### src/design/assert_macros.svh
// Assertion macros shared by the dual-window change trigger RTL.
`ifndef ASSERT_MACROS_SVH
`define ASSERT_MACROS_SVH
`ifndef SYNTHESIS
`define DWM_ASSERT(lbl, clk, rst_n, prop) \
    lbl: assert property (@(posedge clk) disable iff (!rst_n) prop) \
        else $error("assertion failed");
`define DWM_ASSERT_NR(lbl, clk, prop) \
    lbl: assert property (@(posedge clk) prop) else $error("assertion failed");
`else
`define DWM_ASSERT(lbl, clk, rst_n, prop)
`define DWM_ASSERT_NR(lbl, clk, prop)
`endif
`endif

### src/design/dwmct_pkg.sv
// Shared types and constants of the dual-window change trigger.
package dwmct_pkg;

    localparam int CMD_W      = 2;
    localparam int SAMPLE_W   = 10;
    localparam int MEAN_W     = 10;
    localparam int THRESH_W   = 10;
    localparam int INTERVAL_W = 16;
    localparam int CFG_DATA_W = 16;
    localparam int CFG_IDX_W  = 1;

    localparam logic [CMD_W-1:0] CMD_TICK   = 2'd0;
    localparam logic [CMD_W-1:0] CMD_ARM    = 2'd1;
    localparam logic [CMD_W-1:0] CMD_DISARM = 2'd2;

    localparam logic [CFG_IDX_W-1:0] REG_THRESHOLD      = 1'd0;
    localparam logic [CFG_IDX_W-1:0] REG_FRAME_INTERVAL = 1'd1;

    localparam logic [THRESH_W-1:0]   THRESH_RST   = 10'd20;
    localparam logic [INTERVAL_W-1:0] INTERVAL_RST = 16'd50;

    typedef struct packed {
        logic [CMD_W-1:0]    cmd;
        logic [SAMPLE_W-1:0] sample;
    } t_in_req;

    typedef struct packed {
        logic              fired;
        logic              is_armed;
        logic [MEAN_W-1:0] short_mean;
        logic [MEAN_W-1:0] long_mean;
    } t_out_req;

    typedef struct packed {
        logic fill;
        logic push;
    } t_ring_ctl;

endpackage

### src/design/dwmct_cell.sv
// One sample cell of a ring: parallel fill or shift from its neighbor.
module dwmct_cell import dwmct_pkg::*; #(
    parameter int SB = 10
) (
    input  logic          i_clk,
    input  t_ring_ctl     i_ctl,
    input  logic [SB-1:0] i_sample,
    input  logic [SB-1:0] i_prev,
    output logic [SB-1:0] o_q
);

    logic [SB-1:0] r_q;

    always_ff @(posedge i_clk) begin
        if (i_ctl.fill) begin
            r_q <= i_sample;
        end else if (i_ctl.push) begin
            r_q <= i_prev;
        end
    end

    assign o_q = r_q;

endmodule

### src/design/dwmct_ring.sv
// Sample ring as a chain of cells with its running total.
module dwmct_ring import dwmct_pkg::*; #(
    parameter int LEN = 8,
    parameter int SB  = 10,
    localparam int TW = SB + $clog2(LEN)
) (
    input  logic          i_clk,
    input  logic          i_rst_n,
    input  t_ring_ctl     i_ctl,
    input  logic [SB-1:0] i_sample,
    output logic [TW-1:0] o_total
);

    logic [SB-1:0] w_q    [LEN];
    logic [SB-1:0] w_prev [LEN];
    logic [TW-1:0] r_total;

    assign w_prev[0] = i_sample;

    for (genvar k = 0; k < LEN; k++) begin : g_cell
        if (k > 0) begin : g_link
            assign w_prev[k] = w_q[k-1];
        end
        dwmct_cell #(.SB(SB)) u_cell (
            .i_clk    (i_clk),
            .i_ctl    (i_ctl),
            .i_sample (i_sample),
            .i_prev   (w_prev[k]),
            .o_q      (w_q[k])
        );
    end

    // oldest sample sits in the last cell
    always_ff @(posedge i_clk) begin
        if (!i_rst_n) begin
            r_total <= '0;
        end else if (i_ctl.fill) begin
            r_total <= TW'(i_sample) * TW'(LEN);
        end else if (i_ctl.push) begin
            r_total <= r_total - TW'(w_q[LEN-1]) + TW'(i_sample);
        end
    end

    assign o_total = r_total;

endmodule

### src/design/dwmct_div.sv
// Ring mean: reciprocal multiplication of a ring total by its length, registered on start.
module dwmct_div #(
    parameter int LEN = 8,
    parameter int SB  = 10,
    localparam int TW = SB + $clog2(LEN)
) (
    input  logic          i_clk,
    input  logic          i_rst_n,
    input  logic          i_start,
    input  logic [TW-1:0] i_dividend,
    output logic [SB-1:0] o_quo,
    output logic          o_done
);

    localparam int SH = TW + $clog2(LEN);
    localparam int MW = TW + 1;
    localparam int PW = TW + MW;
    localparam logic [MW-1:0] RECIP =
        MW'(((64'd1 << SH) + 64'(LEN) - 64'd1) / 64'(LEN));

    logic          r_done;
    logic [SB-1:0] r_quo;
    logic [PW-1:0] w_prod;

    // exact floor for every total below 2**TW
    assign w_prod = PW'(i_dividend) * PW'(RECIP);

    always_ff @(posedge i_clk) begin
        if (!i_rst_n) begin
            r_done <= 1'b0;
        end else begin
            r_done <= i_start;
        end
    end

    always_ff @(posedge i_clk) begin
        if (i_start) begin
            r_quo <= SB'(w_prod >> SH);
        end
    end

    assign o_quo  = r_quo;
    assign o_done = r_done;

endmodule

### src/design/dual_window_mean_change_trigger.sv
// Top level of the dual-window mean change trigger.
//
//   channel   dir  handshake                 payload
//   input     in   i_in_valid / o_in_stall   i_in_req  (t_in_req)
//   result    out  o_out_valid / i_out_stall o_out_req (t_out_req)
//   config    in   i_cfg_we                  i_cfg_idx, i_cfg_data
//
// Arm, disarm, non-frame ticks and unused commands: the result is registered at acceptance.
// A frame tick passes through ST_IDLE, ST_START, ST_DIV and ST_CMP: ring shift at acceptance,
//   reciprocal multiply of both totals into the means, hand-off, then the threshold compare.
// Reset is synchronous; the ring cells hold no reset and are only read after an arm fill.
// A stalled result holds the output register; no new request is taken until it can move.
`include "assert_macros.svh"
module dual_window_mean_change_trigger import dwmct_pkg::*; #(
    parameter int FIRST_LEN   = 8,
    parameter int SECOND_LEN  = 64,
    parameter int SAMPLE_BITS = 10
) (
    input  logic                  i_clk,
    input  logic                  i_rst_n,
    input  logic                  i_in_valid,
    input  t_in_req               i_in_req,
    output logic                  o_in_stall,
    output logic                  o_out_valid,
    output t_out_req              o_out_req,
    input  logic                  i_out_stall,
    input  logic                  i_cfg_we,
    input  logic [CFG_IDX_W-1:0]  i_cfg_idx,
    input  logic [CFG_DATA_W-1:0] i_cfg_data
);

    localparam int SB     = SAMPLE_BITS;
    localparam int TW1    = SB + $clog2(FIRST_LEN);
    localparam int TW2    = SB + $clog2(SECOND_LEN);
    localparam int CW     = (SB > THRESH_W) ? SB : THRESH_W;

    typedef enum logic [3:0] {
        ST_IDLE  = 4'b0001,
        ST_START = 4'b0010,
        ST_DIV   = 4'b0100,
        ST_CMP   = 4'b1000
    } t_state;

    t_state                r_state;
    logic                  r_armed;
    logic [INTERVAL_W-1:0] r_elapsed;
    logic [THRESH_W-1:0]   r_thresh;
    logic [INTERVAL_W-1:0] r_interval;
    logic [SB-1:0]         r_short_mean;
    logic [SB-1:0]         r_long_mean;
    logic                  r_out_valid;
    t_out_req              r_out;

    logic                  w_in_acc;
    logic                  w_out_free;
    logic [SB-1:0]         w_sample;
    logic [INTERVAL_W-1:0] n_elapsed;
    logic                  w_frame;
    t_ring_ctl             w_ring_ctl;
    logic [TW1-1:0]        w_short_total;
    logic [TW2-1:0]        w_long_total;
    logic [SB-1:0]         w_short_quo;
    logic [SB-1:0]         w_long_quo;
    logic                  w_short_done;
    logic                  w_long_done;
    logic                  w_div_start;
    logic [SB-1:0]         w_diff;
    logic                  w_fired;

    assign w_out_free = !r_out_valid || !i_out_stall;
    assign o_in_stall = !((r_state == ST_IDLE) && w_out_free);
    assign w_in_acc   = i_in_valid && !o_in_stall;
    assign w_sample   = SB'(i_in_req.sample);

    always_comb begin
        n_elapsed = (r_elapsed != '1) ? r_elapsed + 1'b1 : r_elapsed;
        w_frame   = (i_in_req.cmd == CMD_TICK) && r_armed && (n_elapsed >= r_interval);
        w_ring_ctl.fill = w_in_acc && (i_in_req.cmd == CMD_ARM);
        w_ring_ctl.push = w_in_acc && w_frame;
        w_div_start     = (r_state == ST_START);
        w_diff  = (w_short_quo > w_long_quo) ? w_short_quo - w_long_quo
                                             : w_long_quo - w_short_quo;
        w_fired = CW'(w_diff) > CW'(r_thresh);
    end

    dwmct_ring #(.LEN(FIRST_LEN), .SB(SB)) u_short_ring (
        .i_clk    (i_clk),
        .i_rst_n  (i_rst_n),
        .i_ctl    (w_ring_ctl),
        .i_sample (w_sample),
        .o_total  (w_short_total)
    );

    dwmct_ring #(.LEN(SECOND_LEN), .SB(SB)) u_long_ring (
        .i_clk    (i_clk),
        .i_rst_n  (i_rst_n),
        .i_ctl    (w_ring_ctl),
        .i_sample (w_sample),
        .o_total  (w_long_total)
    );

    dwmct_div #(.LEN(FIRST_LEN), .SB(SB)) u_short_div (
        .i_clk      (i_clk),
        .i_rst_n    (i_rst_n),
        .i_start    (w_div_start),
        .i_dividend (w_short_total),
        .o_quo      (w_short_quo),
        .o_done     (w_short_done)
    );

    dwmct_div #(.LEN(SECOND_LEN), .SB(SB)) u_long_div (
        .i_clk      (i_clk),
        .i_rst_n    (i_rst_n),
        .i_start    (w_div_start),
        .i_dividend (w_long_total),
        .o_quo      (w_long_quo),
        .o_done     (w_long_done)
    );

    always_ff @(posedge i_clk) begin
        if (!i_rst_n) begin
            r_thresh   <= THRESH_RST;
            r_interval <= INTERVAL_RST;
        end else if (i_cfg_we) begin
            unique case (i_cfg_idx)
                REG_THRESHOLD:      r_thresh   <= i_cfg_data[THRESH_W-1:0];
                REG_FRAME_INTERVAL: r_interval <= i_cfg_data[INTERVAL_W-1:0];
                default: ;
            endcase
        end
    end

    always_ff @(posedge i_clk) begin
        if (!i_rst_n) begin
            r_state      <= ST_IDLE;
            r_armed      <= 1'b0;
            r_elapsed    <= '0;
            r_short_mean <= '0;
            r_long_mean  <= '0;
            r_out_valid  <= 1'b0;
        end else begin
            if (r_out_valid && !i_out_stall) begin
                r_out_valid <= 1'b0;
            end
            unique case (r_state)
                ST_IDLE: begin
                    if (w_in_acc) begin
                        case (i_in_req.cmd)
                            CMD_ARM: begin
                                r_armed      <= 1'b1;
                                r_elapsed    <= '0;
                                r_short_mean <= w_sample;
                                r_long_mean  <= w_sample;
                                r_out_valid  <= 1'b1;
                                r_out        <= '{1'b0, 1'b1, MEAN_W'(w_sample),
                                                  MEAN_W'(w_sample)};
                            end
                            CMD_DISARM: begin
                                r_armed     <= 1'b0;
                                r_out_valid <= 1'b1;
                                r_out       <= '{1'b0, 1'b0, MEAN_W'(r_short_mean),
                                                 MEAN_W'(r_long_mean)};
                            end
                            default: begin
                                if ((i_in_req.cmd == CMD_TICK) && r_armed) begin
                                    r_elapsed <= w_frame ? '0 : n_elapsed;
                                end
                                if (w_frame) begin
                                    r_state <= ST_START;
                                end else begin
                                    r_out_valid <= 1'b1;
                                    r_out       <= '{1'b0, r_armed, MEAN_W'(r_short_mean),
                                                     MEAN_W'(r_long_mean)};
                                end
                            end
                        endcase
                    end
                end
                ST_START: begin
                    r_state <= ST_DIV;
                end
                ST_DIV: begin
                    if (w_short_done) begin
                        r_state <= ST_CMP;
                    end
                end
                ST_CMP: begin
                    if (w_out_free) begin
                        r_short_mean <= w_short_quo;
                        r_long_mean  <= w_long_quo;
                        r_armed      <= !w_fired;
                        r_out_valid  <= 1'b1;
                        r_out        <= '{w_fired, !w_fired, MEAN_W'(w_short_quo),
                                          MEAN_W'(w_long_quo)};
                        r_state      <= ST_IDLE;
                    end
                end
                default: r_state <= ST_IDLE;
            endcase
        end
    end

    assign o_out_valid = r_out_valid;
    assign o_out_req   = r_out;

    `DWM_ASSERT(a_div_lockstep, i_clk, i_rst_n, (r_state == ST_DIV) |-> (w_short_done == w_long_done))
    `DWM_ASSERT(a_div_to_cmp, i_clk, i_rst_n, (r_state == ST_DIV && w_short_done) |=> (r_state == ST_CMP))
    `DWM_ASSERT(a_cmp_result, i_clk, i_rst_n, (r_state == ST_CMP && w_out_free) |=> (r_state == ST_IDLE && r_out_valid))
    `DWM_ASSERT(a_frame_needs_arm, i_clk, i_rst_n, w_ring_ctl.push |-> r_armed)
    `DWM_ASSERT_NR(a_fire_disarms, i_clk, r_out_valid |-> !(r_out.fired && r_out.is_armed))

endmodule

### config.mk
export PLATFORM = sky130hd
export DESIGN_NAME = dual_window_mean_change_trigger
export DESIGN_NICKNAME = d
export VERILOG_FILES = /design/src/design/dwmct_pkg.sv /design/src/design/dwmct_cell.sv /design/src/design/dwmct_ring.sv /design/src/design/dwmct_div.sv /design/src/design/dual_window_mean_change_trigger.sv
export VERILOG_INCLUDE_DIRS = /design/src /design/src/design
export SDC_FILE = /design/constraint.sdc
export NUM_CORES = 1
export LEC_CHECK = 0
export BUFFER_PORTS_ARGS = -buffer_cell sky130_fd_sc_hd__buf_2
export CAP_MARGIN = 0
export CORE_UTILIZATION = 45
export CTS_BUF_LIST = sky130_fd_sc_hd__clkbuf_8
export DETAILED_ROUTE_END_ITERATION = 6
export PLACE_DENSITY = 0.62
export SETUP_SLACK_MARGIN = 0.3
export SLEW_MARGIN = 10
export SYNTH_ARGS = -nofsm -noshare
export SYNTH_HDL_FRONTEND = slang
export SYNTH_SLANG_ARGS = --single-unit
### constraint.sdc
create_clock -name i_clk -period 30.3 [get_ports i_clk]
set_input_delay 7.575 -clock i_clk [delete_from_list [all_inputs] [get_ports i_clk]]
set_output_delay 7.575 -clock i_clk [all_outputs]
set_load 0.05 [all_outputs]
==> impl_metrics.xml <==
<?xml version="1.0" encoding="UTF-8"?>
<metrics>
  <group name="die">
    <metric name="floorplan.io_pins" unit="">58</metric>
    <metric name="dieArea" unit="sq um">76100</metric>
    <metric name="core-area" unit="sq um">74300</metric>
    <metric name="initial_utilization" unit="%">45.4</metric>
    <metric name="die_width" unit="microns">276</metric>
    <metric name="die_height" unit="microns">276</metric>
    <metric name="core.rowCount" unit="">100</metric>
  </group>
  <group name="critical_path">
    <metric name="crit_path_max_fanout" unit="">8</metric>
    <metric name="timing.critical_path.to_type" unit="">output port</metric>
    <metric name="required" unit="ns">22.73</metric>
    <metric name="critPathKind" unit="">in -&gt; out</metric>
    <metric name="setup.worst_path.start_class" unit="">primary input</metric>
    <metric name="critical_path_arrival" unit="ns">8.27</metric>
  </group>
  <group name="drt">
    <metric name="drt_drc_violations_left" unit="">0</metric>
    <metric name="drt_first_iter_violations" unit="">1700</metric>
    <metric name="routed_wire_length_per_instance" unit="microns">16.1</metric>
    <metric name="detail_route.vias_per_cell" unit="">5.41</metric>
    <metric name="antenna_left" unit="">0</metric>
    <metric name="via_count" unit="">19600</metric>
    <metric name="routed_wirelength" unit="mm">58.3</metric>
    <metric name="drt-pass1-iter-count" unit="">5</metric>
  </group>
  <group name="placement">
    <metric name="pre_cts_slack" unit="ns">14.45</metric>
    <metric name="place.gp.congestion" unit="">0.868</metric>
    <metric name="port_buffers" unit="">57</metric>
    <metric name="post-dp-hpwl" unit="mm">32.9</metric>
    <metric name="postPlaceCellArea" unit="sq um">34900</metric>
  </group>
  <group name="timing">
    <metric name="whs" unit="ns">0.436</metric>
    <metric name="fin_crit" unit="ns">15.84</metric>
    <metric name="final_critical_path_setup_slack" unit="ns">14.46</metric>
    <metric name="finalClockSkew" unit="ns">0.0644</metric>
    <metric name="min_period_over_period" unit="%">52.3</metric>
    <metric name="final-setup-viol-count" unit="">0</metric>
    <metric name="slew_headroom" unit="%">12.0</metric>
    <metric name="unrepaired_setup_endpoints_after_global_routing" unit="">false</metric>
    <metric name="max_freq" unit="MHz">63.1</metric>
    <metric name="final.setup.tns" unit="ns">0</metric>
    <metric name="worst_margin_slew" unit="ns">1.32</metric>
    <metric name="report.final.slew_viol_count" unit="">0</metric>
    <metric name="timing_hold_violations_final" unit="">0</metric>
  </group>
  <group name="yosys">
    <metric name="synth.yosys.seq_area_share" unit="%">66.5</metric>
    <metric name="ys_top_cells_by_area" unit="">sky130_fd_sc_hd__edfxtp_1 (61%), sky130_fd_sc_hd__a21o_1 (14%), sky130_fd_sc_hd__dfxtp_1 (5.8%)</metric>
    <metric name="synthDistinctLibCells" unit="">61</metric>
    <metric name="synth_top_cell_area_share" unit="%">60.7</metric>
    <metric name="synth_enable_flop_cells" unit="">682</metric>
    <metric name="netlist_area" unit="sq um">33700</metric>
    <metric name="postSynth.topFlopCell" unit="">sky130_fd_sc_hd__edfxtp_1</metric>
    <metric name="async_reset_ff_share" unit="%">0</metric>
    <metric name="ys_warn_count" unit="">0</metric>
    <metric name="synth_fp_nets" unit="">2657</metric>
    <metric name="synth_seq_cells" unit="">780</metric>
    <metric name="yosys.area.top_type" unit="">sky130_fd_sc_hd__edfxtp_1</metric>
    <metric name="syn_avg_cell_area" unit="sq um">13.4</metric>
    <metric name="netlist_instances" unit="">2522</metric>
  </group>
  <group name="power">
    <metric name="power_share_of_the_sequential_group" unit="%">54.3</metric>
    <metric name="cell_internal_pwr" unit="mW">1.72</metric>
    <metric name="power.share.clock" unit="%">39.3</metric>
    <metric name="power.static_leakage" unit="nW">16.1</metric>
    <metric name="power_density" unit="nW/um^2">59.9</metric>
    <metric name="power_switching" unit="mW">0.514</metric>
    <metric name="power.share.combinational" unit="%">6.4</metric>
    <metric name="peakVddDrop" unit="mV">0.0376</metric>
    <metric name="power.switching_fraction" unit="%">23.0</metric>
  </group>
  <group name="cts">
    <metric name="cts.sink_count" unit="">780</metric>
    <metric name="clk_pin_slew_worst_paths" unit="ns">0.06</metric>
    <metric name="cts_buffer_depth" unit="">3</metric>
    <metric name="cts_tree" unit="">done</metric>
    <metric name="post_cts.resized_instances" unit="">0</metric>
    <metric name="clock_tree_root_buffer_cell" unit="">sky130_fd_sc_hd__clkbuf_8</metric>
    <metric name="clk-insertion-delay-late" unit="ns">0.78</metric>
    <metric name="cts_post_setup_buffers_inserted" unit="">0</metric>
    <metric name="clock_tree.htree_level_count" unit="">4</metric>
    <metric name="cts_hold_repair.buffers" unit="">0</metric>
    <metric name="cts_inserted_buffers" unit="">131</metric>
  </group>
  <group name="run">
    <metric name="cap_viol_max_count" unit="">0</metric>
  </group>
  <group name="cells_and_area">
    <metric name="final_area" unit="sq um">37300</metric>
    <metric name="area_growth" unit="%">10.6</metric>
    <metric name="finalCoreUtilization" unit="%">50.2</metric>
    <metric name="post_route_cells_drive_above_1_share" unit="%">10.7</metric>
    <metric name="num-nets-final" unit="">2693</metric>
    <metric name="fillerInstances" unit="">6386</metric>
  </group>
  <group name="grt">
    <metric name="initial_antenna_violation_count" unit="">4</metric>
    <metric name="grt.overflow.total" unit="">0</metric>
    <metric name="gr-usage-all-layers" unit="%">15.4</metric>
    <metric name="globalRouteMet3Util" unit="%">3.93</metric>
    <metric name="gr-usage-met2" unit="%">23.3</metric>
    <metric name="first_global_vias" unit="">19200</metric>
    <metric name="grt_first_pass_wirelength" unit="mm">96.2</metric>
    <metric name="pin_count_of_the_biggest_net_entering_global_routing" unit="">286</metric>
    <metric name="top_usage_layer_grt" unit="">met2</metric>
    <metric name="gr-usage-met1" unit="%">21.3</metric>
  </group>
  <group name="worst_hold_path">
    <metric name="hold_path.class" unit="">reg -&gt; reg</metric>
  </group>
  <group name="outcome">
    <metric name="status" unit="">finished clean</metric>
  </group>
</metrics>
## area by class of cell
class | count | area [sq um] | share of cell area [%]
clock inverters | 80 | 453 | 1.21
well taps | 969 | 1210 | 3.25
inverters | 131 | 492 | 1.32
clock buffers | 146 | 2010 | 5.38
diodes | 1 | 2.50 | 0.00670
repair buffers | 84 | 526 | 1.41
flip-flops and latches | 780 | 22400 | 60.1
multi-input cells | 1430 | 10200 | 27.3
## cell usage in the layout (no fill, tap or decap), types with 14 or more instances in the layout
cell type,Yosys,layout
sky130_fd_sc_hd__a21o_1,644,644
sky130_fd_sc_hd__clkbuf_8,0,146
sky130_fd_sc_hd__edfxtp_1,682,682
sky130_fd_sc_hd__o211ai_1,14,14
sky130_fd_sc_hd__nor2_1,80,70
sky130_fd_sc_hd__a311oi_1,23,23
sky130_fd_sc_hd__and3_1,17,17
sky130_fd_sc_hd__xnor2_1,22,22
sky130_fd_sc_hd__clkinv_1,0,20
sky130_fd_sc_hd__fa_1,22,22
sky130_fd_sc_hd__nand2_1,150,149
sky130_fd_sc_hd__a211oi_1,20,20
sky130_fd_sc_hd__o21ai_0,60,60
sky130_fd_sc_hd__inv_1,131,168
sky130_fd_sc_hd__nor3_1,17,17
sky130_fd_sc_hd__dfxtp_1,98,98
sky130_fd_sc_hd__a21oi_1,120,119
sky130_fd_sc_hd__buf_4,0,24
sky130_fd_sc_hd__a31oi_1,18,18
sky130_fd_sc_hd__buf_2,14,57
sky130_fd_sc_hd__ha_1,79,79
## synthesized netlist by cell type (23+ instances only)
library cell,n
sky130_fd_sc_hd__a21o_1,644
sky130_fd_sc_hd__a21oi_1,120
sky130_fd_sc_hd__nand2_1,150
sky130_fd_sc_hd__o21ai_0,60
sky130_fd_sc_hd__a311oi_1,23
sky130_fd_sc_hd__nor2_1,80
sky130_fd_sc_hd__edfxtp_1,682
sky130_fd_sc_hd__clkbuf_1,154
sky130_fd_sc_hd__inv_1,131
sky130_fd_sc_hd__dfxtp_1,98
sky130_fd_sc_hd__ha_1,79
## per-layer routing
layer / up-vias / wire length [microns]
met4: 0 / 1460
met3: 115 / 2860
met1: 9639 / 27400
li1: 9417 / -
met5: - / 0
met2: 418 / 26600
## critical path: stages
cell and delay [ns]:
sky130_fd_sc_hd__buf_2 0.10, sky130_fd_sc_hd__nand2_1 0.19, sky130_fd_sc_hd__nand2_1 0.13, sky130_fd_sc_hd__buf_2 0.27
## kinds of logic (layout without fill, tap and decap cells)
logic type / Yosys count / count (layout) / synth area share [%]
other cells: 0 / 1 / 0
buf+inv: 312 / 441 / 3.57
fa+ha+maj: 101 / 101 / 4.23
compound gates: 942 / 942 / 19.7
simple gates: 343 / 343 / 4.75
flops: 780 / 780 / 66.5
xor+xnor: 32 / 32 / 0.830
mux: 12 / 12 / 0.378
## power groups by stage
| stage | Clock, mW | Combinational, mW | Sequential, mW |
|---|---|---|---|
| CTS | 0.913 | 0.144 | 1.22 |
| floorplan | 0 | 0.105 | 1.26 |
| finish | 0.879 | 0.142 | 1.22 |
| global placement | 0 | 0.137 | 1.24 |
| global route | 0.960 | 0.160 | 1.22 |
| detailed placement | 0 | 0.142 | 1.24 |
## sequential cells by signal (all words and copies together), names as in the netlist
signal	flops
r_thresh	10
u_short_ring.o_total	13
u_long_ring.g_cell.u_cell.o_q	570
r_elapsed	16
r_long_mean	10
o_out_valid	1
o_out_req	22
r_interval	16
u_short_div.o_done	1
r_state	4
u_short_div.o_quo	10
u_short_ring.g_cell.u_cell.o_q	70
r_short_mean	10
r_armed	1
u_long_ring.o_total	16
u_long_div.o_quo	10
## per-stage QoR
step,std cells,power [mW]
floorplan,2522,1.37
global placement,3394,1.37
detailed placement,3394,1.38
CTS,3620,2.27
global route,3621,2.34
finish,3621,2.24
## worst paths after layout
check / start / end / slack [ns] / cells after the start
max: i_out_stall / o_in_stall / 14.46 / 4
min: u_long_ring.o_total[7] / u_long_div.o_quo[1] / 0.44 / 0
max reg2reg: r_elapsed[0] / u_long_ring.g_cell[9].u_cell.o_q[9] / 23.59 / 17
min reg2reg: u_long_ring.o_total[7] / u_long_div.o_quo[1] / 0.44 / 0
(Power assumes the default switching activity.)
